<file path="src/hw/rtl/sktt_pkg.sv">
// Shared types, constants and codes for the sorted key table with deleted marks.
// Used by every module of the block; depends on nothing else.
`default_nettype none

package sktt_pkg;

    // Storage dimensions of the table.
    localparam int TABLE_DEPTH  = 256;
    localparam int KEY_BITS     = 32;
    localparam int PAYLOAD_BITS = 32;

    // Index into the cell row and fill count widths.
    localparam int IDX_W = (TABLE_DEPTH > 2) ? $clog2(TABLE_DEPTH) : 1;
    localparam int CNT_W = $clog2(TABLE_DEPTH + 1);

    // Fixed port field widths.
    localparam int CMD_W     = 2;
    localparam int KEY_W     = 32;
    localparam int PAYLOAD_W = 32;
    localparam int INDEX_W   = 8;
    localparam int STATUS_W  = 3;
    localparam int POS_W     = 8;
    localparam int COUNT_W   = 9;

    // Read multiplexer: groups of sixteen cells, then a choice between groups.
    localparam int RD_GRP    = 16;
    localparam int RD_GRP_W  = 4;
    localparam int RD_NGRP   = (TABLE_DEPTH + RD_GRP - 1) / RD_GRP;
    localparam int RD_NGRP_W = (RD_NGRP > 1) ? $clog2(RD_NGRP) : 1;
    localparam int RD_SEL_W  = RD_GRP_W + RD_NGRP_W;

    typedef enum logic [CMD_W-1:0] {
        CMD_INSERT = 2'd0,
        CMD_REMOVE = 2'd1,
        CMD_TRIM   = 2'd2,
        CMD_READ   = 2'd3
    } t_cmd;

    typedef enum logic [STATUS_W-1:0] {
        ST_OK        = 3'd0,
        ST_FULL      = 3'd1,
        ST_NOT_FOUND = 3'd2,
        ST_BAD_KEY   = 3'd3,
        ST_RANGE     = 3'd4
    } t_status;

    typedef struct packed {
        logic [KEY_BITS-1:0]     key;
        logic [PAYLOAD_BITS-1:0] payload;
        logic                    mark;
    } t_entry;

    typedef enum logic [2:0] {
        OP_HOLD    = 3'd0,
        OP_CAPTURE = 3'd1,
        OP_INSERT  = 3'd2,
        OP_MARK    = 3'd3,
        OP_SWAP    = 3'd4
    } t_cell_op;

    typedef struct packed {
        t_cell_op op;
        logic     phase;
    } t_cell_ctl;

endpackage

`default_nettype wire

</file>
<file path="src/hw/rtl/sktt_cell.sv">
// One cell of the table row: holds one entry and trades it with its neighbours.
// Depends on sktt_pkg.
`default_nettype none

module sktt_cell (
    input  wire logic                       i_clk,
    input  wire sktt_pkg::t_cell_ctl        i_ctl,
    input  wire sktt_pkg::t_entry           i_new,
    input  wire logic [sktt_pkg::CNT_W-1:0] i_count,
    input  wire logic [sktt_pkg::IDX_W-1:0] i_pos,
    input  wire sktt_pkg::t_entry           i_below,
    input  wire logic                       i_below_lt,
    input  wire logic                       i_below_live,
    input  wire sktt_pkg::t_entry           i_above,
    input  wire logic                       i_above_live,
    output sktt_pkg::t_entry                o_entry,
    output logic                            o_lt,
    output logic                            o_eq,
    output logic                            o_live
);
    import sktt_pkg::*;

    t_entry r_entry;
    logic   r_lt;
    logic   r_eq;
    logic   occ;
    logic   lower;

    assign occ    = CNT_W'(i_pos) < i_count;
    assign o_live = occ && !r_entry.mark;
    assign o_entry = r_entry;
    assign o_lt    = r_lt;
    assign o_eq    = r_eq;
    // In a swap round this cell is the lower half of its pair when its parity matches.
    assign lower   = (i_pos[0] == i_ctl.phase);

    always_ff @(posedge i_clk) begin
        case (i_ctl.op)
            OP_CAPTURE: begin
                r_lt <= occ && (r_entry.key < i_new.key);
                r_eq <= occ && (r_entry.key == i_new.key);
            end
            OP_INSERT: begin
                if (!i_below_lt) begin
                    r_entry <= i_below;
                end else if (!r_lt) begin
                    r_entry <= i_new;
                end
            end
            OP_MARK: begin
                if (r_eq && i_below_lt) begin
                    r_entry.mark <= 1'b1;
                end
            end
            OP_SWAP: begin
                if (lower) begin
                    if (!o_live && i_above_live) begin
                        r_entry <= i_above;
                    end
                end else if (!i_below_live && o_live) begin
                    r_entry <= i_below;
                end
            end
            default: begin
            end
        endcase
    end

endmodule

`default_nettype wire

</file>
<file path="config.mk">
export PLATFORM = sky130hd
export DESIGN_NAME = sktt_cell
export DESIGN_NICKNAME = d
export VERILOG_FILES = /design/src/hw/rtl/sktt_pkg.sv /design/src/hw/rtl/sktt_cell.sv
export SDC_FILE = /design/constraint.sdc
export NUM_CORES = 1
export LEC_CHECK = 0
export BUFFER_PORTS_ARGS = -buffer_cell sky130_fd_sc_hd__buf_2
export CORE_AREA = 5 5 108 110
export CTS_CLUSTER_DIAMETER = 200
export CTS_CLUSTER_SIZE = 20
export DETAILED_ROUTE_END_ITERATION = 6
export DIE_AREA = 0 0 113 115
export PLACE_DENSITY = 0.78
export SLEW_MARGIN = 20
export SYNTH_ARGS = -nofsm -noshare
export SYNTH_HDL_FRONTEND = slang
export SYNTH_SLANG_ARGS = --single-unit
</file>
<file path="constraint.sdc">
create_clock -name i_clk -period 16.75 [get_ports i_clk]
set_input_delay 1.675 -clock i_clk [delete_from_list [all_inputs] [get_ports i_clk]]
set_output_delay 1.675 -clock i_clk [all_outputs]
set_load 0.01 [all_outputs]
</file>
# After elaboration in Yosys (flattened, before gate mapping)
# Cells that the tools add are included.
[word_totals]
wordCells = 38
ff_bits = 67
in_bits = 220
[classes]
n_eq_ne = 10
mux = 8
reduce_logical = 13
n_lt_le_gt_ge = 2
[ops]
columns = ["cell", "n"]
rows = [
  ["2-to-1 mux 65 bit", 5],
  ["case mux 64 bit (2 select lines)", 1],
  ["== test 32 bit", 1],
  ["less-than comparator 32 bit", 1],
  ["less-than comparator 8 x 9 -> 1 bit", 1],
  ["!= test 3 bit, second input constant", 3],
  ["== test 3 x 2 -> 1 bit, second input constant", 2],
  ["logical AND 1 bit", 6],
  ["AND reduction 5 bit", 1],
  ["AND reduction 4 bit", 1],
  ["== test 3 x 1 -> 1 bit, second input constant", 1],
  ["== test 3 bit, second input constant", 1],
  ["logical NOT 1 bit", 3],
  ["case mux 1 bit (3 select lines)", 1],
  ["nonzero test 3 bit", 1],
  ["!= test 2 bit, second input constant", 1],
  ["nonzero test 2 bit", 1],
  ["== test 1 bit", 1],
  ["2-to-1 mux 1 bit", 1],
]

# Longest topological paths before layout
# Gate-level depths: netlist (run 1).
[depth]
depth_word = 7
depth_mapped = 7

# Worst setup path after synthesis (run 1)
# No wires, ideal clock.
[synth_timing]
path_type = "input-to-reg"
startpoint = "input i_count[4] (netlist bit)"
endpoint = "register r_entry (netlist bit o_entry[10]) (enable)"
n_path_buf = 0
arrival_ns = 6.164
setup_slack_ns = 10.080
setup_ns = 0.507
stages = 7
cell_sequence = "inv_1 > ha_1 > a211oi_1 > o21ai_0 > a211oi_1 > o21ai_0 > a21oi_1"
[synth_via]
elab_chain_cells = 6
word_cells_on_any_way = 8
classes_between = "1 x order compare; 2 x eq/ne; 5 x reduce/logical"
[synth_lines]
columns = ["element", "line", "rtl"]
rows = [
  ["start, declared", "sktt_cell.sv:9", "input wire logic [sktt_pkg::CNT_W-1:0] i_count,"],
  ["less-than comparator 8 x 9 -> 1 bit *", "sktt_cell.sv:29", "assign occ = CNT_W'(i_pos) < i_count;"],
  ["logical AND 1 bit *", "sktt_cell.sv:30", "assign o_live = occ && !r_entry.mark;"],
  ["net o_live", "sktt_cell.sv:19", "output logic o_live"],
  ["logical NOT 1 bit", "sktt_cell.sv:57", "if (!o_live && i_above_live) begin"],
  ["logical AND 1 bit", "sktt_cell.sv:57", ""],
  ["!= test 3 bit (no source line)", "--", ""],
  ["AND reduction 4 bit (no source line) *", "--", ""],
  ["end signal, assigned", "sktt_cell.sv:47", "r_entry <= i_new;"],
  ["end signal, assigned", "sktt_cell.sv:58", "r_entry <= i_above;"],
  ["end signal, assigned", "sktt_cell.sv:61", "r_entry <= i_below;"],
  ["end, declared", "sktt_cell.sv:23", "t_entry r_entry;"],
]
# Mark *: on every way through the listed nets, which the timed path passes. The rest lies on a longest branch.
# A chain may end at the register's enable or synchronous reset.

# Worst setup path after layout (run 1)
[layout_timing]
startpoint = "input i_count[4] (netlist bit)"
endpoint = "output o_live"
[layout_via]
elab_chain_cells = 2
[layout_lines]
columns = ["element", "line"]
rows = [
  ["less-than comparator 8 x 9 -> 1 bit", "sktt_cell.sv:29"],
  ["logical AND 1 bit", "sktt_cell.sv:30"],
  ["end, declared", "sktt_cell.sv:19"],
]
# Every way passes these cells.

==> results.toml, run 1 <==
[worst_setup_path]
cp-end-kind = "output pin"
arrival_ns = 3.29
path_class = "input port to output pin"
cp_max_fo = 4
worst_ep_required_time_ns = 15.07
start_kind = "input port"

[outcome]
status = "finished, violations left"
violations = "design-rule violations"

[place]
dp.cells = 796
place_area_um2 = 5730
place_hpwl_um = 11500
place.gp.congestion = 0.908
io_buffers = 287

[die]
die-area_um2 = 13000
initial_core_util_pct = 39.7
core_area_um2 = 10600
die_y_um = 115
pin_count = 288
die_w_um = 113
rows = 38

[yosys]
synth_top_cell_area_share_pct = 47.8
async_flop_share_pct = 0
ys_seq_area_share_pct = 47.8
syn_inst = 386
synth_area_leaders = "edfxtp_1 (48%), a222oi_1 (15%), ha_1 (12%)"
synth_edf_count = 67
yosys.area.top_type = "edfxtp_1"
syn_area_um2 = 4210
avgSynthCellArea_um2 = 10.9
synth-seq-cells = 67
ys_types = 36
synth_ff_type = "edfxtp_1"
syn_nets = 645
yosys_warnings = 0

[global_routing]
grt_pass1_vias = 4470
grt_pass1_wl_um = 21300
grt_overflow = 0
grtUsageTotal_pct = 20.4
antenna_found_initial = 0
grt_max_degree = 65

[clock_network]
numCtsBuffers = 9
post_cts_resized = 0
clock_latency_ns = 0.34
cts_root_buffer = "clkbuf_8"
cts_sinks = 67
cts-hold-fix-buffers = 0
cts_tree = "yes"
clockBufferDepth = 2
cts.htree.levels = 3
cts_setup_buffers = 0
clk_pin_slew_ns = 0.07

[sta]
clock_skew_ns = 0.0107
period_minus_slack_ns = 4.96
post-route-period-util_pct = 29.6
grt_setup_unrepaired = "no"
fmax_ghz = 0.201
hold_viol = 0
worst_pin_slew_ns = 0.994
finalSetupTns_ns = 0
drv_slew = 0
finalSetupViolCount = 0
relSlewSlack_pct = 33.6

[power]
p_int_mw = 0.317
powerDensity_nw_per_um2 = 74.3
switchingPower_mw = 0.123
power.leakage_nw = 3.13
combPwrFrac_pct = 24.2
peakVddDrop_mv = 0.0367
netSwitchingFraction_pct = 27.9
pwr-share-clk_pct = 29.3
pwr-share-seq_pct = 46.6

[cells_and_area]
final_common_cell = "buf_2"
area.sequential_um2 = 2010
area_delta_synth_final_pct = 40.5
final_layout_size_suffix_gt1_share_pct = 46.1
finalNonFillerCells = 812
multi_input_area_um2 = 1690
nets = 926
antenna_cells = 0
layout_common_cells = "buf_2 (287), inv_1 (107), edfxtp_1 (67)"
n_fill_cell = 1016
design_area_um2 = 5920

[detailed_routing]
wl_um = 14000
vias = 4356
ant_nets = 0
drc = 6
via_per_inst = 5.36
drtIter0Drc = 458
drt_first_pass_iters = 7
avgRoutedWirePerCell_um = 17.3

[flow_run]
maxCapViolations = 0

[hold_path]
hp-class = "flop to flop"
[path summary, 6_finish.rpt]
path                                      startpoint  slack (ns)               endpoint  cells after the start
worst max register to register  o_entry[0]$_DFFE_PP_       13.88  o_entry[43]$_DFFE_PP_                      4
worst min register to register        o_lt$_DFFE_PN_        0.86   o_entry[0]$_DFFE_PP_                      3
worst min-delay path                  o_lt$_DFFE_PN_        0.86   o_entry[0]$_DFFE_PP_                      3
worst max-delay path                      i_count[4]       11.79                 o_live                      7
[critical path, cell delays in order]
cell and delay [ns]:
buf_2 0.08, inv_1 0.03, ha_1 0.30, a211oi_1 0.24, o21ai_0 0.17, a211oi_1 0.55, buf_2 0.24
[registers in the layout, indices dropped and copies added (netlist names)]
name	count
o_entry	65
o_eq	1
o_lt	1
[metrics by stage]
| stage | total power [mW] | util, % | hold slack (ns) | setup slack (ns) |
|---|---|---|---|---|
| 2_1_floorplan | 0.264 | - | 0.778 | 10.08 |
| 3_3_place_gp | 0.310 | 54.1 | 0.843 | 11.98 |
| 3_5_place_dp | 0.315 | 54.1 | 0.842 | 11.73 |
| 4_1_cts | 0.444 | 55.8 | 0.853 | 11.87 |
| 5_1_grt | 0.464 | 55.8 | 0.907 | 11.73 |
| 6_report | 0.440 | 55.8 | 0.865 | 11.79 |
[logic make-up after synthesis]
kind of cell	count (synthesis)	share of synthesized area, %
buffers and inverters	127	12.9
AOI/OAI and AO/OA	106	21.0
DFF	67	47.8
and+or+nand+nor	43	5.85
adders and majority gates	39	11.6
xor gates and xnor gates	2	0.416
muxes	2	0.475
[power groups by stage]
| stage | sequential [mW] | combinational [mW] | clock (mW) |
|---|---|---|---|
| final | 0.205 | 0.106 | 0.129 |
| after global routing | 0.206 | 0.119 | 0.139 |
| after CTS | 0.205 | 0.107 | 0.133 |
| after detailed placement | 0.209 | 0.106 | 0 |
| after global placement | 0.208 | 0.102 | 0 |
| after floorplan | 0.215 | 0.0492 | 0 |
[cells in the mapped netlist, types with 2 or more instances]
cell,number
a222oi_1,64
a221oi_1,2
and4_1,4
o22ai_1,2
inv_1,107
nand3_1,4
mux2i_1,2
nor2_1,6
a21oi_1,20
nand2b_1,2
a211oi_1,3
buf_6,7
nor3_1,2
edfxtp_1,67
nand4_1,4
nor3b_1,2
nand2_1,11
buf_2,12
ha_1,39
nor2b_1,2
o21ai_0,9
[area by class of cell]
cell class	instances	share of cell area [%]
Sequential cell	67	34.0
Clock inverter	6	0.951
Inverter	107	6.79
Timing Repair Buffer	290	24.7
Multi-Input combinational cell	192	28.5
Tap cell	140	2.96
Clock buffer	10	2.16
[routing by layer]
metal	share of wire, %	GRT usage [%]
met5	0	0
met4	1.9	6.81
met3	9.2	5.74
met2	52	37.8
met1	37	22.5
No activity file was read; power rests on OpenSTA's default activity.
==> run 2: changes to the inputs <==
CORE_AREA = 5 5 112 114   (was 5 5 108 110)
DIE_AREA = 0 0 117 119   (was 0 0 113 115)
PLACE_DENSITY = 0.76   (was 0.78)
clock period = 4.4 ns   (was 16.75 ns; I/O delays follow)
==> results.toml, run 2 (synthesis gave the netlist of run 1 again) <==
[cells_and_area]
antenna_cells = 0
n_fill_cell = 1013
area_delta_synth_final_pct = 44.0
nets = 927
final_util_pct = 53.6
final_common_cell = "buf_2"
layout_common_cells = "buf_2 (287), inv_1 (107), edfxtp_1 (67)"
design_area_um2 = 6060
final_layout_size_suffix_gt1_share_pct = 46.4
largest_reg_flops = 65

[detailed_routing]
wl_um = 14100
drt_first_pass_iters = 7
drtIter0Drc = 497
ant_nets = 0
drc = 25
via_per_inst = 5.35
vias = 4367
avgRoutedWirePerCell_um = 17.2

[sta]
finalSetupViolCount = 0
finalSetupTns_ns = 0
holdWs_ns = 0.401
post-route-period-util_pct = 66.9
clock_skew_ns = 0.00736
worst_pin_slew_ns = 0.821
fmax_ghz = 0.340
grt_setup_unrepaired = "no"
hold_viol = 0
drv_slew = 0
period_minus_slack_ns = 2.94
relSlewSlack_pct = 45.1

[worst_setup_path]
worstSetupEndpoint = "o_entry[21]$_DFFE_PP_"
start_kind = "input port"
slowest_stage = "a21oi_4"
rrSetupSlack_ns = 2.03
crit_family = "compound AO/OA/AOI/OAI gates"
worst_ep_required_time_ns = 4.39
cp_max_fo = 24
path_class = "input port to flop"
worstReg2RegStart = "o_entry[0]$_DFFE_PP_"
cp.buffers_inverters = 3
arrival_ns = 2.94
path_depth = 9
reg2reg_to = "o_entry[21]$_DFFE_PP_"
max_stage_delay_ns = 0.55
path_cells = "buf_2, inv_1, ha_1, a211oi_1, o21ai_0, a211oi_1, o21ai_0, a21oi_4, buf_4"
cp-end-kind = "flop"
crit_start = "i_count[4]"
reg2reg_depth = 4

[clock_network]
numCtsBuffers = 9
cts_sinks = 67
cts-hold-fix-buffers = 0
cts_setup_buffers = 0
post_cts_resized = 0
cts_tree = "yes"
clock_latency_ns = 0.32
clockBufferDepth = 2
cts.htree.levels = 3
clk_pin_slew_ns = 0.06
cts_root_buffer = "clkbuf_16"

[power]
pwr-share-clk_pct = 39.0
switchingPower_mw = 0.495
combPwrFrac_pct = 20.8
powerDensity_nw_per_um2 = 320
power.leakage_nw = 3.19
pwr-share-seq_pct = 40.2
p_int_mw = 1.45
netSwitchingFraction_pct = 25.5
peakVddDrop_mv = 0.192

[die]
rows = 39
initial_core_util_pct = 37.2
core_area_um2 = 11300
die_w_um = 117
pin_count = 288
die_y_um = 119
die-area_um2 = 13900

[global_routing]
grt_pass1_vias = 4496
grt_max_degree = 65
antenna_found_initial = 1
grt_pass1_wl_um = 21200
grt_overflow = 0
grtUsageTotal_pct = 19.0

[flow_run]
maxCapViolations = 0

[hold_path]
hp-class = "input port to flop"
min_path_cells = 3

[place]
io_buffers = 287
place.gp.congestion = 0.853
place_hpwl_um = 11600
place_area_um2 = 5750

[outcome]
status = "finished, violations left"
violations = "design-rule violations"
## run 2: cell types whose count changed in the layout (fill, tap and decap cells not counted), sizes merged
cell / previous run / this run
buf: 290 / 291
bufinv: 1 / 2
clkinv: 4 / 3
## run 2: power groups by stage
| stage | Sequential, mW | Combinational, mW | Clock (mW) |
|---|---|---|---|
| finish | 0.781 | 0.405 | 0.758 |
| global route | 0.785 | 0.451 | 0.811 |
| CTS | 0.782 | 0.407 | 0.775 |
| detailed placement | 0.795 | 0.405 | 0 |
| global placement | 0.792 | 0.389 | 0 |
| floorplan | 0.816 | 0.188 | 0 |
## run 2: worst min-delay path by stage
stage | endpoint | from | slack (ns)
after floorplan | o_entry[10]$_DFFE_PP_ | i_new[10] | 0.63
after global placement | o_entry[32]$_DFFE_PP_ | i_new[32] | 0.73
after detailed placement | o_entry[8]$_DFFE_PP_ | i_new[8] | 0.73
after CTS | o_entry[8]$_DFFE_PP_ | i_new[8] | 0.39
after global routing | o_entry[7]$_DFFE_PP_ | i_new[7] | 0.41
final | o_entry[8]$_DFFE_PP_ | i_new[8] | 0.40
## run 2: cell type report
cell class | instances | area [um2] | share of cell area, %
sequential | 67 | 2010 | 33.2
clock inverter | 6 | 90.1 | 1.49
multi-input combinational | 192 | 1690 | 27.8
inverter | 107 | 402 | 6.62
clock buffer | 10 | 229 | 3.78
tap | 143 | 179 | 2.95
timing repair buffer | 291 | 1470 | 24.2
## run 2: routing by layer
layer	wire length [um]	share of wire (%)	track usage, %	vias to the layer above
met4	335	2.4	6.81	2
met5	18	0.13	0	-
met1	4970	35	21.2	2021
met3	1300	9.3	3.30	32
li1	-	-	-	2059
met2	7450	53	35.6	253
## run 2: stage by stage
stage,power (mW),setup slack [ns],std cells
floorplan,1.00,0.378,386
global placement,1.18,1.26,800
detailed placement,1.20,1.10,800
CTS,1.96,1.45,816
global route,2.05,1.20,816
finish,1.94,1.46,816
## run 2: tightest hold or removal path, cell delays in order
cell      delay, ns
buf_2          0.07
a222oi_1       0.06
inv_1          0.05
==> run 3: changes to the inputs <==
clock period = 2.7 ns   (was 4.4 ns; I/O delays follow)
==> results.toml, run 3 (synthesis gave the netlist of run 1 again) <==
[outcome]
status = "finished, violations left"
violations = "design-rule violations"

[clock_network]
cts_setup_buffers = 0
cts_root_buffer = "clkbuf_16"
clock_latency_ns = 0.33
cts-hold-fix-buffers = 0
clockBufferDepth = 2
numCtsBuffers = 9
cts_sinks = 67
cts_tree = "yes"
clk_pin_slew_ns = 0.06
post_cts_resized = 0
cts.htree.levels = 3

[worst_setup_path]
reg2reg_depth = 6
rrSetupSlack_ns = 0.58
cp-end-kind = "flop"
worst_ep_required_time_ns = 2.77
reg2reg_to = "o_lt$_DFFE_PN_"
cp_max_fo = 3
start_kind = "flop"
arrival_ns = 2.19
worstReg2RegStart = "o_entry[60]$_DFFE_PP_"
path_class = "flop to flop"

[cells_and_area]
final_util_pct = 55.2
nets = 927
largest_reg_flops = 65
final_common_cell = "buf_2"
antenna_cells = 0
final_layout_size_suffix_gt1_share_pct = 49.5
layout_common_cells = "buf_2 (287), inv_1 (102), edfxtp_1 (67)"
area_delta_synth_final_pct = 48.4

[place]
io_buffers = 287
place_hpwl_um = 11400
place.gp.congestion = 0.818

[flow_run]
maxCapViolations = 0

[global_routing]
antenna_found_initial = 0
met2_usage_pct = 35.0
grt_pass1_vias = 4454
global_route.peak_usage_layer = "met2"
grt_max_degree = 65
grtUsageTotal_pct = 18.9
grtUsageMet1_pct = 21.2
grt_pass1_wl_um = 20900
grt_overflow = 0
met3_usage_pct = 3.80

[detailed_routing]
drtIter0Drc = 409
wl_um = 13900
ant_nets = 0
vias = 4349
via_per_inst = 5.33
drt_first_pass_iters = 7
avgRoutedWirePerCell_um = 17.1
drc = 17

[sta]
clock_skew_ns = 0.00442
period_minus_slack_ns = 2.12
fmax_ghz = 0.472
worst_pin_slew_ns = 0.684
post-route-period-util_pct = 78.5
hold_viol = 0
grt_setup_unrepaired = "no"
finalSetupViolCount = 0
relSlewSlack_pct = 54.4
drv_slew = 0

[die]
rows = 39
core_area_um2 = 11300
die_w_um = 117
die_y_um = 119
pin_count = 288
die-area_um2 = 13900
initial_core_util_pct = 37.2

[power]
peakVddDrop_mv = 0.273
power.leakage_nw = 3.22
total_power_mw = 3.24
powerDensity_nw_per_um2 = 518

[hold_path]
min_path_cells = 3
hp-class = "input port to flop"
hp-start = "i_new[27]"
hold-path-endpoint = "o_entry[27]$_DFFE_PP_"
run 3: changes by cell type in the layout (fill, tap and decap cells not counted), sizes merged:
cell | previous run | this run
inv | 107 | 108
clkinv | 3 | 2
clkinvlp | 1 | 2
clkbuf | 10 | 9
run 3: worst max path at each step:
stage / start / endpoint / slack [ns]
3_5_place_dp: i_count[4] / o_entry[4]$_DFFE_PP_ / 0.40
5_1_grt: o_entry[64]$_DFFE_PP_ / o_lt$_DFFE_PN_ / 0.44
4_1_cts: o_entry[60]$_DFFE_PP_ / o_lt$_DFFE_PN_ / 0.53
2_1_floorplan: i_count[4] / o_entry[10]$_DFFE_PP_ / -0.03
6_report: o_entry[60]$_DFFE_PP_ / o_lt$_DFFE_PN_ / 0.58
3_3_place_gp: i_count[4] / o_entry[12]$_DFFE_PP_ / 0.48
run 3: critical path, cell delays in order (launching register included):
cell and delay, ns:
edfxtp_1 0.40, ha_1 0.33, and4_1 0.26, nand4_1 0.15, nor4_1 0.46, o31a_1 0.21, nor3_1 0.05
run 3: where the power goes:
part	internal (mW)	switching, mW	leakage [nW]
clock network	0.814	0.445	0.152
logic	0.331	0.373	2.44
registers	1.25	0.0272	0.629
total	2.39	0.845	3.22
run 3: layout make-up:
type,count,area [um2]
fill,995,5070
sequential,67,2010
multi-input combinational,192,1820
timing repair buffer,291,1490
inverter,107,419
clock buffer,9,225
tap,143,179
clock inverter,7,101
run 3: metrics by stage:
step	hold WS (ns)	area, um2	std cells	setup slack, ns	setup TNS [ns]
5_1_grt	0.228	6250	816	0.438	0
2_1_floorplan	0.464	4380	386	-0.0288	-1.84
3_3_place_gp	0.555	5920	800	0.478	0
4_1_cts	0.208	6250	816	0.525	0
6_report	0.225	6250	816	0.579	0
3_5_place_dp	0.558	5920	800	0.399	0
run 3: layer usage:
layer / vias up / wire, um
met1: 2028 / 4940
met5: - / 0
met4: 0 / 201
met2: 247 / 7420
li1: 2058 / -
met3: 16 / 1360
