--- src/hw/rtl/sktt_pkg.sv ---
// Shared types, constants and codes for the sorted key table with deleted marks.
// Used by every module of the block; depends on nothing else.
`default_nettype none

package sktt_pkg;

    // Storage dimensions of the table.
    localparam int TABLE_DEPTH  = 256;
    localparam int KEY_BITS     = 32;
    localparam int PAYLOAD_BITS = 32;

    // Index into the cell row and fill count widths.
    localparam int IDX_W = (TABLE_DEPTH > 2) ? $clog2(TABLE_DEPTH) : 1;
    localparam int CNT_W = $clog2(TABLE_DEPTH + 1);

    // Fixed port field widths.
    localparam int CMD_W     = 2;
    localparam int KEY_W     = 32;
    localparam int PAYLOAD_W = 32;
    localparam int INDEX_W   = 8;
    localparam int STATUS_W  = 3;
    localparam int POS_W     = 8;
    localparam int COUNT_W   = 9;

    // Read multiplexer: groups of sixteen cells, then a choice between groups.
    localparam int RD_GRP    = 16;
    localparam int RD_GRP_W  = 4;
    localparam int RD_NGRP   = (TABLE_DEPTH + RD_GRP - 1) / RD_GRP;
    localparam int RD_NGRP_W = (RD_NGRP > 1) ? $clog2(RD_NGRP) : 1;
    localparam int RD_SEL_W  = RD_GRP_W + RD_NGRP_W;

    typedef enum logic [CMD_W-1:0] {
        CMD_INSERT = 2'd0,
        CMD_REMOVE = 2'd1,
        CMD_TRIM   = 2'd2,
        CMD_READ   = 2'd3
    } t_cmd;

    typedef enum logic [STATUS_W-1:0] {
        ST_OK        = 3'd0,
        ST_FULL      = 3'd1,
        ST_NOT_FOUND = 3'd2,
        ST_BAD_KEY   = 3'd3,
        ST_RANGE     = 3'd4
    } t_status;

    typedef struct packed {
        logic [KEY_BITS-1:0]     key;
        logic [PAYLOAD_BITS-1:0] payload;
        logic                    mark;
    } t_entry;

    typedef enum logic [2:0] {
        OP_HOLD    = 3'd0,
        OP_CAPTURE = 3'd1,
        OP_INSERT  = 3'd2,
        OP_MARK    = 3'd3,
        OP_SWAP    = 3'd4
    } t_cell_op;

    typedef struct packed {
        t_cell_op op;
        logic     phase;
    } t_cell_ctl;

endpackage

`default_nettype wire

--- src/hw/rtl/sktt_search.sv ---
// Iterative lower-bound search over the registered key-below flags of the cell row.
// Depends on sktt_pkg.
`default_nettype none

module sktt_search (
    input  wire logic                             i_clk,
    input  wire logic                             i_rst_n,
    input  wire logic                             i_load,
    input  wire logic [sktt_pkg::CNT_W-1:0]       i_count,
    input  wire logic [sktt_pkg::TABLE_DEPTH-1:0] i_lt,
    output logic                                  o_done,
    output logic [sktt_pkg::CNT_W-1:0]            o_pos
);
    import sktt_pkg::*;

    logic [CNT_W-1:0] r_lo;
    logic [CNT_W-1:0] r_hi;
    logic [CNT_W-1:0] mid;

    assign mid    = r_lo + ((r_hi - r_lo) >> 1);
    assign o_done = (r_lo == r_hi);
    assign o_pos  = r_lo;

    always_ff @(posedge i_clk) begin
        if (!i_rst_n) begin
            r_lo <= '0;
            r_hi <= '0;
        end else if (i_load) begin
            r_lo <= '0;
            r_hi <= i_count;
        end else if (r_lo < r_hi) begin
            if (i_lt[mid[IDX_W-1:0]]) begin
                r_lo <= mid + CNT_W'(1);
            end else begin
                r_hi <= mid;
            end
        end
    end

endmodule

`default_nettype wire

--- config.mk ---
export PLATFORM = sky130hd
export DESIGN_NAME = sktt_search
export DESIGN_NICKNAME = d
export VERILOG_FILES = /design/src/hw/rtl/sktt_pkg.sv /design/src/hw/rtl/sktt_search.sv
export SDC_FILE = /design/constraint.sdc
export NUM_CORES = 1
export LEC_CHECK = 0
export ABC_CLOCK_PERIOD_IN_PS = 8600
export BUFFER_PORTS_ARGS = -buffer_cell sky130_fd_sc_hd__buf_4
export CAP_MARGIN = 40
export CORE_AREA = 2 2 109 111
export CTS_BUF_LIST = sky130_fd_sc_hd__clkbuf_8
export DETAILED_ROUTE_END_ITERATION = 6
export DIE_AREA = 0 0 111 113
export MAX_ROUTING_LAYER = met4
export PLACE_DENSITY = 0.67
export SYNTH_ARGS = -nofsm -noshare
export SYNTH_HDL_FRONTEND = slang
export SYNTH_SLANG_ARGS = --single-unit
--- constraint.sdc ---
create_clock -name i_clk -period 8.6 [get_ports i_clk]
set_clock_uncertainty 0.2 [all_clocks]
set_input_delay 0.86 -clock i_clk [delete_from_list [all_inputs] [get_ports i_clk]]
set_output_delay 0.86 -clock i_clk [all_outputs]
set_load 0.01 [all_outputs]
# Word level (Yosys, flattened, before mapping)
# Index checks and enable logic that the tools add are counted.
op_classes:
  bitwise_logic: 1
  eq_ne: 2
  reduce_logical: 4
  order_cmp: 2
  muxes: 5
  add_sub_neg: 3
ops:
  columns: ["op", "count"]
  rows:
  - ["9-bit two-way mux", 3]
  - ["9-bit by 1-bit adder with 9-bit output, second input constant", 1]
  - ["9-bit by 8-bit adder with 9-bit output", 1]
  - ["9-bit == test", 1]
  - ["8-bit by 9-bit < comparator with 1-bit output, second input constant", 1]
  - ["9-bit < comparator", 1]
  - ["9-bit subtractor", 1]
  - ["1-bit binary-select mux with 8-bit select", 1]
  - ["2-bit AND reduction", 2]
  - ["2-bit != test, second input constant", 1]
  - ["2-bit nonzero test", 1]
  - ["2-bit OR reduction", 1]
  - ["1-bit two-way mux", 1]
  - ["1-bit inverter", 1]
totals:
  elab_cells: 19
  register_bits: 18
  out_inout_bits: 10
  input_bits: 268

# Longest topological paths before layout
# Gate-level depths: netlist of run 1.
logic_depth:
  ltp_word: 7
  ltp_mapped: 22
  ltp_nobuf: 20

# Least setup slack after synthesis of run 1
# No wires, ideal clock.
synth_path:
  kind: "register to register"
  startpoint: "reg r_lo[1] (netlist: o_pos[1])"
  endpoint: "reg r_lo[6] (netlist: o_pos[6])"
  setup_slack_ns: 4.104
  path_stages_with_launch: 20
  setup_ns: 0.071
  t_required_ns: 8.329
  path_buffers: 2
  arrival_time_ns: 4.224
  period_less_slack_ns: 4.496
  path_cell_list: "dfxtp_1 inv_1 ha_1 nor2b_1 o21ai_0 a21boi_0 o21ai_0 nand2_1 xor2_1 ha_1 clkbuf_1 or4b_1 o2111ai_1 buf_4 nand3_1 a311oi_1 or3_4 nor3_4 or4_1 a21oi_1"
synth_via:
  elab_chain_len: 5
  word_cells_on_any_way: 7
  cone_classes: "3 x add/sub; 1 x order compare; 2 x mux; 1 x reduce/logical"
synth_lines:
  columns: ["element", "line", "rtl"]
  rows:
  - ["from (decl)", "sktt_search.sv:16", "logic [CNT_W-1:0] r_lo;"]
  - ["from (signal assigned)", "sktt_search.sv:33", "r_lo <= mid + CNT_W'(1);"]
  - ["9-bit subtractor", "sktt_search.sv:20", "assign mid = r_lo + ((r_hi - r_lo) >> 1);"]
  - ["9-bit by 8-bit adder with 9-bit output", "sktt_search.sv:20", null]
  - ["1-bit binary-select mux with 8-bit select", "sktt_search.sv:32", "if (i_lt[mid[IDX_W-1:0]]) begin"]
  - ["1-bit two-way mux (implied by the code)", "sktt_search.sv:32", null]
  - ["2-bit AND reduction (no line)", null, null]
# Parallel ways exist; a longest one is shown, timed or not. The select of a mux whose other input is x is not followed.
# A chain may end at the register's enable or synchronous reset.

# Final worst setup path of run 1
layout_path:
  startpoint: "reg r_lo[0] (netlist: o_pos[0])"
  endpoint: "reg r_hi[1]"
layout_via:
  elab_chain_len: 6
  word_cells_on_any_way: 11
  cone_classes: "2 x add/sub; 1 x order compare; 1 x eq/ne; 5 x mux; 2 x reduce/logical"
layout_lines:
  columns: ["element", "line", "rtl"]
  rows:
  - ["9-bit subtractor", "sktt_search.sv:20", null]
  - ["9-bit by 8-bit adder with 9-bit output", "sktt_search.sv:20", null]
  - ["1-bit binary-select mux with 8-bit select", "sktt_search.sv:32", null]
  - ["1-bit two-way mux (implied by the code)", "sktt_search.sv:32", null]
  - ["2-bit != test (no line)", null, null]
  - ["2-bit AND reduction (no line)", null, null]
  - ["to (signal assigned)", "sktt_search.sv:30", "r_hi <= i_count;"]
  - ["to (signal assigned)", "sktt_search.sv:35", "r_hi <= mid;"]
  - ["to (decl)", "sktt_search.sv:17", "logic [CNT_W-1:0] r_hi;"]
# Parallel ways exist; a longest one is shown, timed or not. The select of a mux whose other input is x is not followed.

==> results of run 1 <==
## flip-flops by register name, summed over array words and instances (netlist names)
| register | count |
|---|---|
| o_pos | 9 |
| r_hi | 9 |
## layout by cell type, fill, tap and decap left out, types with 13 or more instances in the layout
cell,count
o31ai_1,15
xnor2_1,13
mux4_2,63
nand2_1,20
nand4_1,26
ha_1,19
buf_4,286
nand3_1,28
inv_1,19
dfxtp_1,18
o21ai_0,29
a21oi_1,22
## layer usage
metal / share of wire, % / global-route usage (%) / wire length [um] / up-vias
met2: 49 / 50.0 / 8960 / 294
met3: 8.8 / 4.39 / 1620 / 10
met1: 42 / 39.6 / 7730 / 2346
met5: 0 / - / 0 / -
met4: 0.70 / 3.00 / 129 / 0
li1: - / - / - / 2244
## synthesized netlist by cell type (2+ instances only)
master    instances  area share, %
ha_1             20            6.1
buf_4             5           0.91
mux4_1            2            1.3
clkbuf_1         14            1.3
inv_2             2           0.18
a311oi_1          4           0.85
o21bai_1          2           0.37
o31ai_1          15            2.7
nor3_1            3           0.37
buf_6             5            1.4
o211ai_1          5           0.91
nand4_1          26            4.0
nor2b_1           5           0.76
mux4_2           63             35
a211o_1           2           0.43
mux2i_1           7            1.7
nand2_1          20            1.8
nand3_2           2           0.49
o21ai_0          29            3.5
nand3_1          28            3.4
inv_1            19            1.7
xor2_1            5            1.1
a21oi_1          22            2.7
nand3b_1          2           0.37
nand2b_1          2           0.30
a21o_1            6            1.1
mux2_2            4            1.1
and3_1            5           0.76
nor2_1           11            1.0
a21boi_0          4           0.73
a211oi_1          7            1.3
xnor2_1          14            3.0
a31oi_1          11            1.7
fa_1              2           0.98
dfxtp_1          18            8.8
buf_2             7           0.85
## cells by family after synthesis
| family | count (synthesis) | synth area share (%) |
|---|---|---|
| AO/OA/AOI/OAI | 117 | 18.6 |
| XOR/XNOR | 19 | 4.05 |
| adder cells (fa/ha/maj) | 22 | 7.07 |
| buffers and inverters | 54 | 6.92 |
| flip-flops | 18 | 8.78 |
| multiplexers | 76 | 38.6 |
| AND/OR/NAND/NOR | 115 | 15.9 |
## worst paths after layout
| path | start | end | slack [ns] | depth (start not counted) |
|---|---|---|---|---|
| hold reg to reg | r_hi[0] | r_hi[0] | 0.30 | 2 |
| setup reg to reg | o_pos[0] | r_hi[1] | 3.28 | 14 |
| hold / removal | r_hi[0] | r_hi[0] | 0.30 | 2 |
| setup / recovery | o_pos[0] | r_hi[1] | 3.28 | 14 |
## worst max-delay path: cells and delay by family, from the launching register on
kind,cells,cell delay [ns]
compound gates,4,0.77
fa+ha+maj,4,1.76
buf+inv,3,0.72
flops,1,0.44
mux,2,1.00
simple gates,1,0.29
## through the flow
step / instance area [sq um] / instances / worst slack, ns / hold slack (ns) / utilization [%]
after global placement: 6230 / 815 / 3.38 / 0.282 / 55.3
after CTS: 6320 / 822 / 3.27 / 0.295 / 56.1
after global routing: 6320 / 822 / 2.99 / 0.330 / 56.1
final: 6320 / 822 / 3.28 / 0.296 / 56.1
after floorplan: 4110 / 421 / 4.10 / 0.246 / -
after detailed placement: 6280 / 819 / 3.30 / 0.282 / 55.7
## area by class of cell
type,count,share of cell area [%]
Multi-Input combinational cell,349,55.1
Timing Repair Buffer,288,34.5
Sequential cell,18,5.70
Tap cell,143,2.83
Inverter,21,1.25
Clock buffer,3,0.653
==> metrics.md, run 1 <==
| Metric | Value |
|---|---|
| CTS resizes | 0 |
| Total wire length | 18,400 um |
| Area of the mapped netlist | 4110 sq um |
| Layout cells sized above 1 | 54.9% |
| Worst skew pair latency | 0.26 ns |
| Routability cong. | 0.958 |
| Num Clock Sinks | 18 |
| CTS tree | done |
| Vias per cell | 5.95 |
| Asr flop ratio synth | 0% |
| Crit path DAT | 5.27 ns |
| Max Clk Rate | 188 MHz |
| IO Pins | 278 |
| DR iter-0 viols | 390 |
| Vias in the first global route | 4,922 |
| H-tree Lvls | 1 |
| Synth Warn # | 0 |
| Area of the multi-input gates | 3480 sq um |
| Initial antenna violation count | 0 |
| Syn-to-layout area delta | 54.0% |
| Post-DRT Antenna Nets | 0 |
| First-pass GRT wire length | 28,300 um |
| Most frequent CP cell | inv_1 |
| Filler Cells Inserted | 1,053 |
| Critical path cell sequence | ha_1 -> fa_1 -> inv_1 -> ha_4 -> inv_1 -> fa_2 -> buf_4 -> mux4_2 -> mux4_1 -> o22ai_1 -> a211o_1 -> or3_1 -> a31oi_1 -> a311o_1 |
| Number of remaining DRC errors | 0 |
| Clock buffer depth | 2 |
| Post-synth EDFFs | 0 |
| Setup violations, final | 0 |
| Core Area | 11,300 sq um |
| Port Buffers | 277 |
| CP max-delay cell | fa_2 |
| CTS Root Cell | clkbuf_8 |
| WL/cell | 22.4 um |
| Clock transition at path regs | 0.08 ns |
| Hold-fix buffer count after cts | 0 |
| Worst-Margin Slew | 0.906 ns |
| Status | finished, final reports clean |
| Yosys reg bits | 18 |
| Critical path type | flop to flop |
| N_diodes | 0 |
| Full die area | 12,500 sq um |
| Cells after synthesis | 421 |
| DIE WIDTH | 111 um |
| Prevailing post-synth register cell | dfxtp_1 |
| Max Cap Viol | 0 |
| Critical path required time | 8.55 ns |
| Post-CTS setup buffers | 0 |
| Total track usage | 29.6% |
| Synth unique cells | 59 |
| Worst hold path type | flop to flop |
| TritonCTS buffer count | 3 |
| Sequential fraction of the synthesis area | 8.78% |
| Number of core rows | 39 |
| Final slew viol count | 0 |
| Vias after detailed routing | 4,894 |
| Min cycle time layout | 5.32 ns |
| RSZ-0062 raised after global routing | false |
| Syn nets | 711 |
| Setup TNS Final | 0 ns |
| Reg area | 360 sq um |
| Crit. End Element | flop |
| Gr ovfl total | 0 |
| Slew margin rel. | 39.4% |
| Worst Path Max Fanout | 39 |
| Crit share post-route | 61.9% |
| Mapped Avg Cell Area | 9.75 sq um |
| CP max stage delay | 0.97 ns |
| Hold Violations, Final | 0 |
| DR pass1 iterations | 5 |
| Initial core utilization | 36.4% |
| Largest net degree at the start of global routing | 41 |
| Nets | 971 |
| DP Wirelength | 15,800 um |
| Die height | 113 um |
| Setup crit start kind | flop |
Power of run 1 is left out: the tool's default activity adds up to more than one toggle a clock period on the data nets, which glitch-free logic cannot reach.
==> inputs of run 2 (changes only) <==
- ABC_CLOCK_PERIOD_IN_PS: 8600 -> 5280
- clock period: 8.6 -> 5.28 ns (I/O delays scaled with it)
==> metrics.md, run 2 (synthesis results as in run 1) <==
| Metric | Value |
|---|---|
| Worst hold start | r_hi[0] |
| Hold-fix buffer count after cts | 0 |
| WHS Path Cells | 2 |
| Critical path cell sequence | inv_1 -> ha_1 -> nor2b_1 -> o21ai_0 -> a21boi_0 -> nor2_1 -> ha_1 -> or2_1 -> nand3_2 -> nand2_8 -> mux4_1 -> o22ai_1 -> a211o_1 -> or3_1 -> a31oi_1 -> a311o_1 |
| CTS tree | done |
| WL/cell | 21.6 um |
| Die height | 113 um |
| Crit share post-route | 90.7% |
| Largest net degree at the start of global routing | 64 |
| DIE WIDTH | 111 um |
| Most frequent CP cell | ha_1 |
| Num Clock Sinks | 18 |
| Vias after detailed routing | 4,941 |
| Status | finished, final reports clean |
| H-tree Lvls | 1 |
| Initial core utilization | 36.4% |
| CP max-delay cell | mux4_1 |
| Max Cap Viol | 0 |
| Vias in the first global route | 5,042 |
| DP Wirelength | 15,300 um |
| Crit path DAT | 4.74 ns |
| Worst Path Max Fanout | 19 |
| Port Buffers | 277 |
| Family with the most delay on the worst path | simple AND/OR/NAND/NOR gates |
| Worst-Margin Slew | 0.737 ns |
| R2R Setup Slk | 0.49 ns |
| Layout cells sized above 1 | 55.9% |
| Gr ovfl total | 0 |
| Setup crit start kind | flop |
| Crit. End Element | flop |
| Setup violations, final | 0 |
| Met2 WL post-DR | 8630 um |
| Placed cells | 828 |
| Util after Layout | 56.8% |
| TritonCTS buffer count | 3 |
| Most common cell after layout, fill and taps aside | buf_4 |
| CTS resizes | 0 |
| DR pass1 iterations | 5 |
| Syn-to-layout area delta | 56.0% |
| Critical path type | flop to flop |
| Routability cong. | 0.958 |
| Fin area | 6410 sq um |
| Worst Hold Path EP | r_hi[0] |
| Most frequent cells in the layout | buf_4, mux4_2, o21ai_0, nand3_1, nand4_1 |
| Max Used Layer | met4 |
| Reg2Reg Depth | 16 |
| Critical path required time | 5.23 ns |
| RSZ-0062 raised after global routing | false |
| Metal-1 WL | 7740 um |
| Full die area | 12,500 sq um |
| Max Clk Rate | 209 MHz |
| Slew margin rel. | 50.7% |
| Vias per cell | 5.94 |
| Clock transition at path regs | 0.08 ns |
| IO Pins | 278 |
| Post-CTS setup buffers | 0 |
| Post-DRT Antenna Nets | 0 |
| Clock buffer depth | 2 |
| Dpl cell area | 6340 sq um |
| DR iter-0 viols | 476 |
| Worst hold path type | flop to flop |
| Min cycle time layout | 4.79 ns |
| Hold Violations, Final | 0 |
| Worst skew pair latency | 0.26 ns |
| Core Area | 11,300 sq um |
| R2R Path End | r_hi[1] |
| CTS Root Cell | clkbuf_8 |
| First-pass GRT wire length | 27,400 um |
| Number of remaining DRC errors | 0 |
| Nets | 980 |
| Number of core rows | 39 |
| N_diodes | 0 |
| Setup TNS Final | 0 ns |
| CP max stage delay | 0.59 ns |
| Worst r2r src | o_pos[1] |
| Critical path buffers and inverters | 1 |
| DR WL met3 | 1410 um |
| Final slew viol count | 0 |
| Total track usage | 28.5% |
| Final cell count without fillers | 832 |
| Total wire length | 18,000 um |
| Initial antenna violation count | 0 |
[run 2: final cells by class]
type                    count  area (sq um)
clock buffers               4          55.1
fillers                  1031          4870
inverters                  21          78.8
multi-input cells         349          3490
flip-flops and latches     18           360
well taps                 143           179
repair buffers            297          2240
[run 2: how the worst max path moves through the flow]
| stage | start | endpoint | slack (ns) | depth (start not counted) |
|---|---|---|---|---|
| 2_1_floorplan | o_pos[1] | o_pos[6] | 0.78 | 19 |
| 3_3_place_gp | o_pos[1] | r_hi[4] | 0.57 | 18 |
| 3_5_place_dp | o_pos[1] | r_hi[4] | 0.32 | 18 |
| 4_1_cts | o_pos[1] | r_hi[4] | 0.27 | 18 |
| 5_1_grt | o_pos[1] | o_pos[6] | 0.07 | 20 |
| 6_report | o_pos[1] | r_hi[1] | 0.49 | 16 |
[run 2: per-layer routing]
layer	vias to the layer above	track usage, %
met5	-	-
met4	0	3.83
met3	22	4.39
met2	278	47.4
met1	2374	38.0
li1	2267	-
[run 2: worst min-delay path, cell delays in order, from the launching register on]
cell and delay (ns):
dfxtp_1 0.32, o31ai_1 0.07, a31oi_1 0.08
[run 2: stage by stage]
stage / setup slack [ns] / hold slack (ns)
4_1_cts: 0.273 / 0.301
6_report: 0.490 / 0.306
3_5_place_dp: 0.318 / 0.291
2_1_floorplan: 0.784 / 0.246
5_1_grt: 0.0664 / 0.322
3_3_place_gp: 0.565 / 0.278
Power of run 2 is left out for the same reason.
==> inputs of run 3 (changes only) <==
- REMOVE_ABC_BUFFERS: default -> 1
==> metrics.md, run 3 (synthesis results as in run 1) <==
| Metric | Value |
|---|---|
| Placed cells | 826 |
| Hold Violations, Final | 0 |
| Post-CTS setup buffers | 0 |
| Most frequent cells in the layout | buf_4, mux4_2, o21ai_0, nand3_1, nand4_1 |
| Gr ovfl total | 0 |
| N_diodes | 0 |
| CTS tree | done |
| Setup crit start kind | flop |
| Die height | 113 um |
| Setup WS post-layout | 0.314 ns |
| First-pass GRT wire length | 26,800 um |
| Vias in the first global route | 4,987 |
| Core Area | 11,300 sq um |
| Total track usage | 27.4% |
| Worst hold path type | flop to flop |
| DIE WIDTH | 111 um |
| CTS Root Cell | clkbuf_8 |
| Critical path cell sequence | inv_1 -> ha_1 -> nor2b_1 -> o21ai_0 -> a21boi_0 -> nor2_1 -> ha_1 -> or2_1 -> nand3_2 -> nand2_8 -> mux2i_1 -> mux2_2 -> a211o_1 -> o21a_2 -> or4_1 -> a21oi_1 |
| Clock buffer depth | 2 |
| IO Pins | 278 |
| Filler Cells Inserted | 1,008 |
| Number of core rows | 39 |
| WL/cell | 20.9 um |
| Num Clock Sinks | 18 |
| CP max stage delay | 0.52 ns |
| Critical path required time | 5.26 ns |
| Final slew viol count | 0 |
| Slew margin rel. | 53.6% |
| Critical path type | flop to flop |
| Clock transition at path regs | 0.07 ns |
| Critical path buffers and inverters | 1 |
| Status | finished, final reports clean |
| Pre-CTS setup slack | 0.305 ns |
| Most common cell after layout, fill and taps aside | buf_4 |
| Min cycle time layout | 4.97 ns |
| Max Clk Rate | 201 MHz |
| Total wire length | 17,400 um |
| Largest net degree at the start of global routing | 39 |
| Initial antenna violation count | 0 |
| DP Wirelength | 15,000 um |
| Routability cong. | 1.00 |
| Post-DRT Antenna Nets | 0 |
| Vias after detailed routing | 4,836 |
| Crit share post-route | 94.1% |
| H-tree Lvls | 1 |
| Family with the most delay on the worst path | simple AND/OR/NAND/NOR gates |
| Vias per cell | 5.83 |
| Initial core utilization | 36.4% |
| Worst-Margin Slew | 0.691 ns |
| Worst Path Max Fanout | 19 |
| Most frequent CP cell | ha_1 |
| CP max-delay cell | or4_1 |
| Setup violations, final | 0 |
| Util after Layout | 56.8% |
| Crit. End Element | flop |
| RSZ-0062 raised after global routing | false |
| Layout cells sized above 1 | 56.1% |
| DR pass1 iterations | 5 |
| Full die area | 12,500 sq um |
| Setup TNS Final | 0 ns |
| Crit path DAT | 4.95 ns |
| Syn-to-layout area delta | 55.8% |
| Max Cap Viol | 0 |
| Nets | 978 |
| TritonCTS buffer count | 3 |
| Worst skew pair latency | 0.25 ns |
| Number of remaining DRC errors | 0 |
| DR iter-0 viols | 401 |
| Port Buffers | 277 |
| Final cell count without fillers | 829 |
## run 3: path summary, 6_finish.rpt
path	startpoint	end	slack (ns)	cells past startpoint
worst min-delay path	o_pos[8]	o_pos[8]	0.30	2
worst min register to register	o_pos[8]	o_pos[8]	0.30	2
worst max-delay path	o_pos[1]	o_pos[6]	0.31	16
worst max register to register	o_pos[1]	o_pos[6]	0.31	16
## run 3: metal layers
| metal | share of wire, % | vias to the layer above | GRT usage (%) |
|---|---|---|---|
| met5 | 0 | - | - |
| met4 | 1.3 | 0 | 4.42 |
| met3 | 4.7 | 16 | 1.55 |
| met2 | 53 | 219 | 48.3 |
| met1 | 41 | 2343 | 35.7 |
| li1 | - | 2258 | - |
## run 3: area by class of cell
class	count	area [sq um]	area share, %
Inverter	21	78.8	1.23
Sequential cell	18	360	5.63
Timing Repair Buffer	295	2230	34.8
Tap cell	143	179	2.80
Multi-Input combinational cell	349	3510	54.9
Clock buffer	3	41.3	0.645
## run 3: per-stage QoR
step | hold WS [ns] | instance area [sq um]
after global placement | 0.282 | 6320
after CTS | 0.298 | 6370
after detailed placement | 0.290 | 6330
after global routing | 0.316 | 6400
after floorplan | 0.245 | 3900
final | 0.303 | 6400
## run 3: worst register-to-register path: cells and delay by family (launching register included)
| kind | cells | cell delay [ns] |
|---|---|---|
| AND/OR/NAND/NOR | 6 | 1.66 |
| AO/OA/AOI/OAI | 5 | 1.29 |
| adder cells (fa/ha/maj) | 2 | 0.81 |
| buffers and inverters | 1 | 0.13 |
| flip-flops | 1 | 0.45 |
| multiplexers | 2 | 0.37 |
## run 3: timing repair
action / 4_1_cts / 5_1_grt
setup endpoints to repair: 0 / 9
resized for setup: 0 / 7
hold buffers: 0 / 0
Power of run 3 is left out for the same reason.
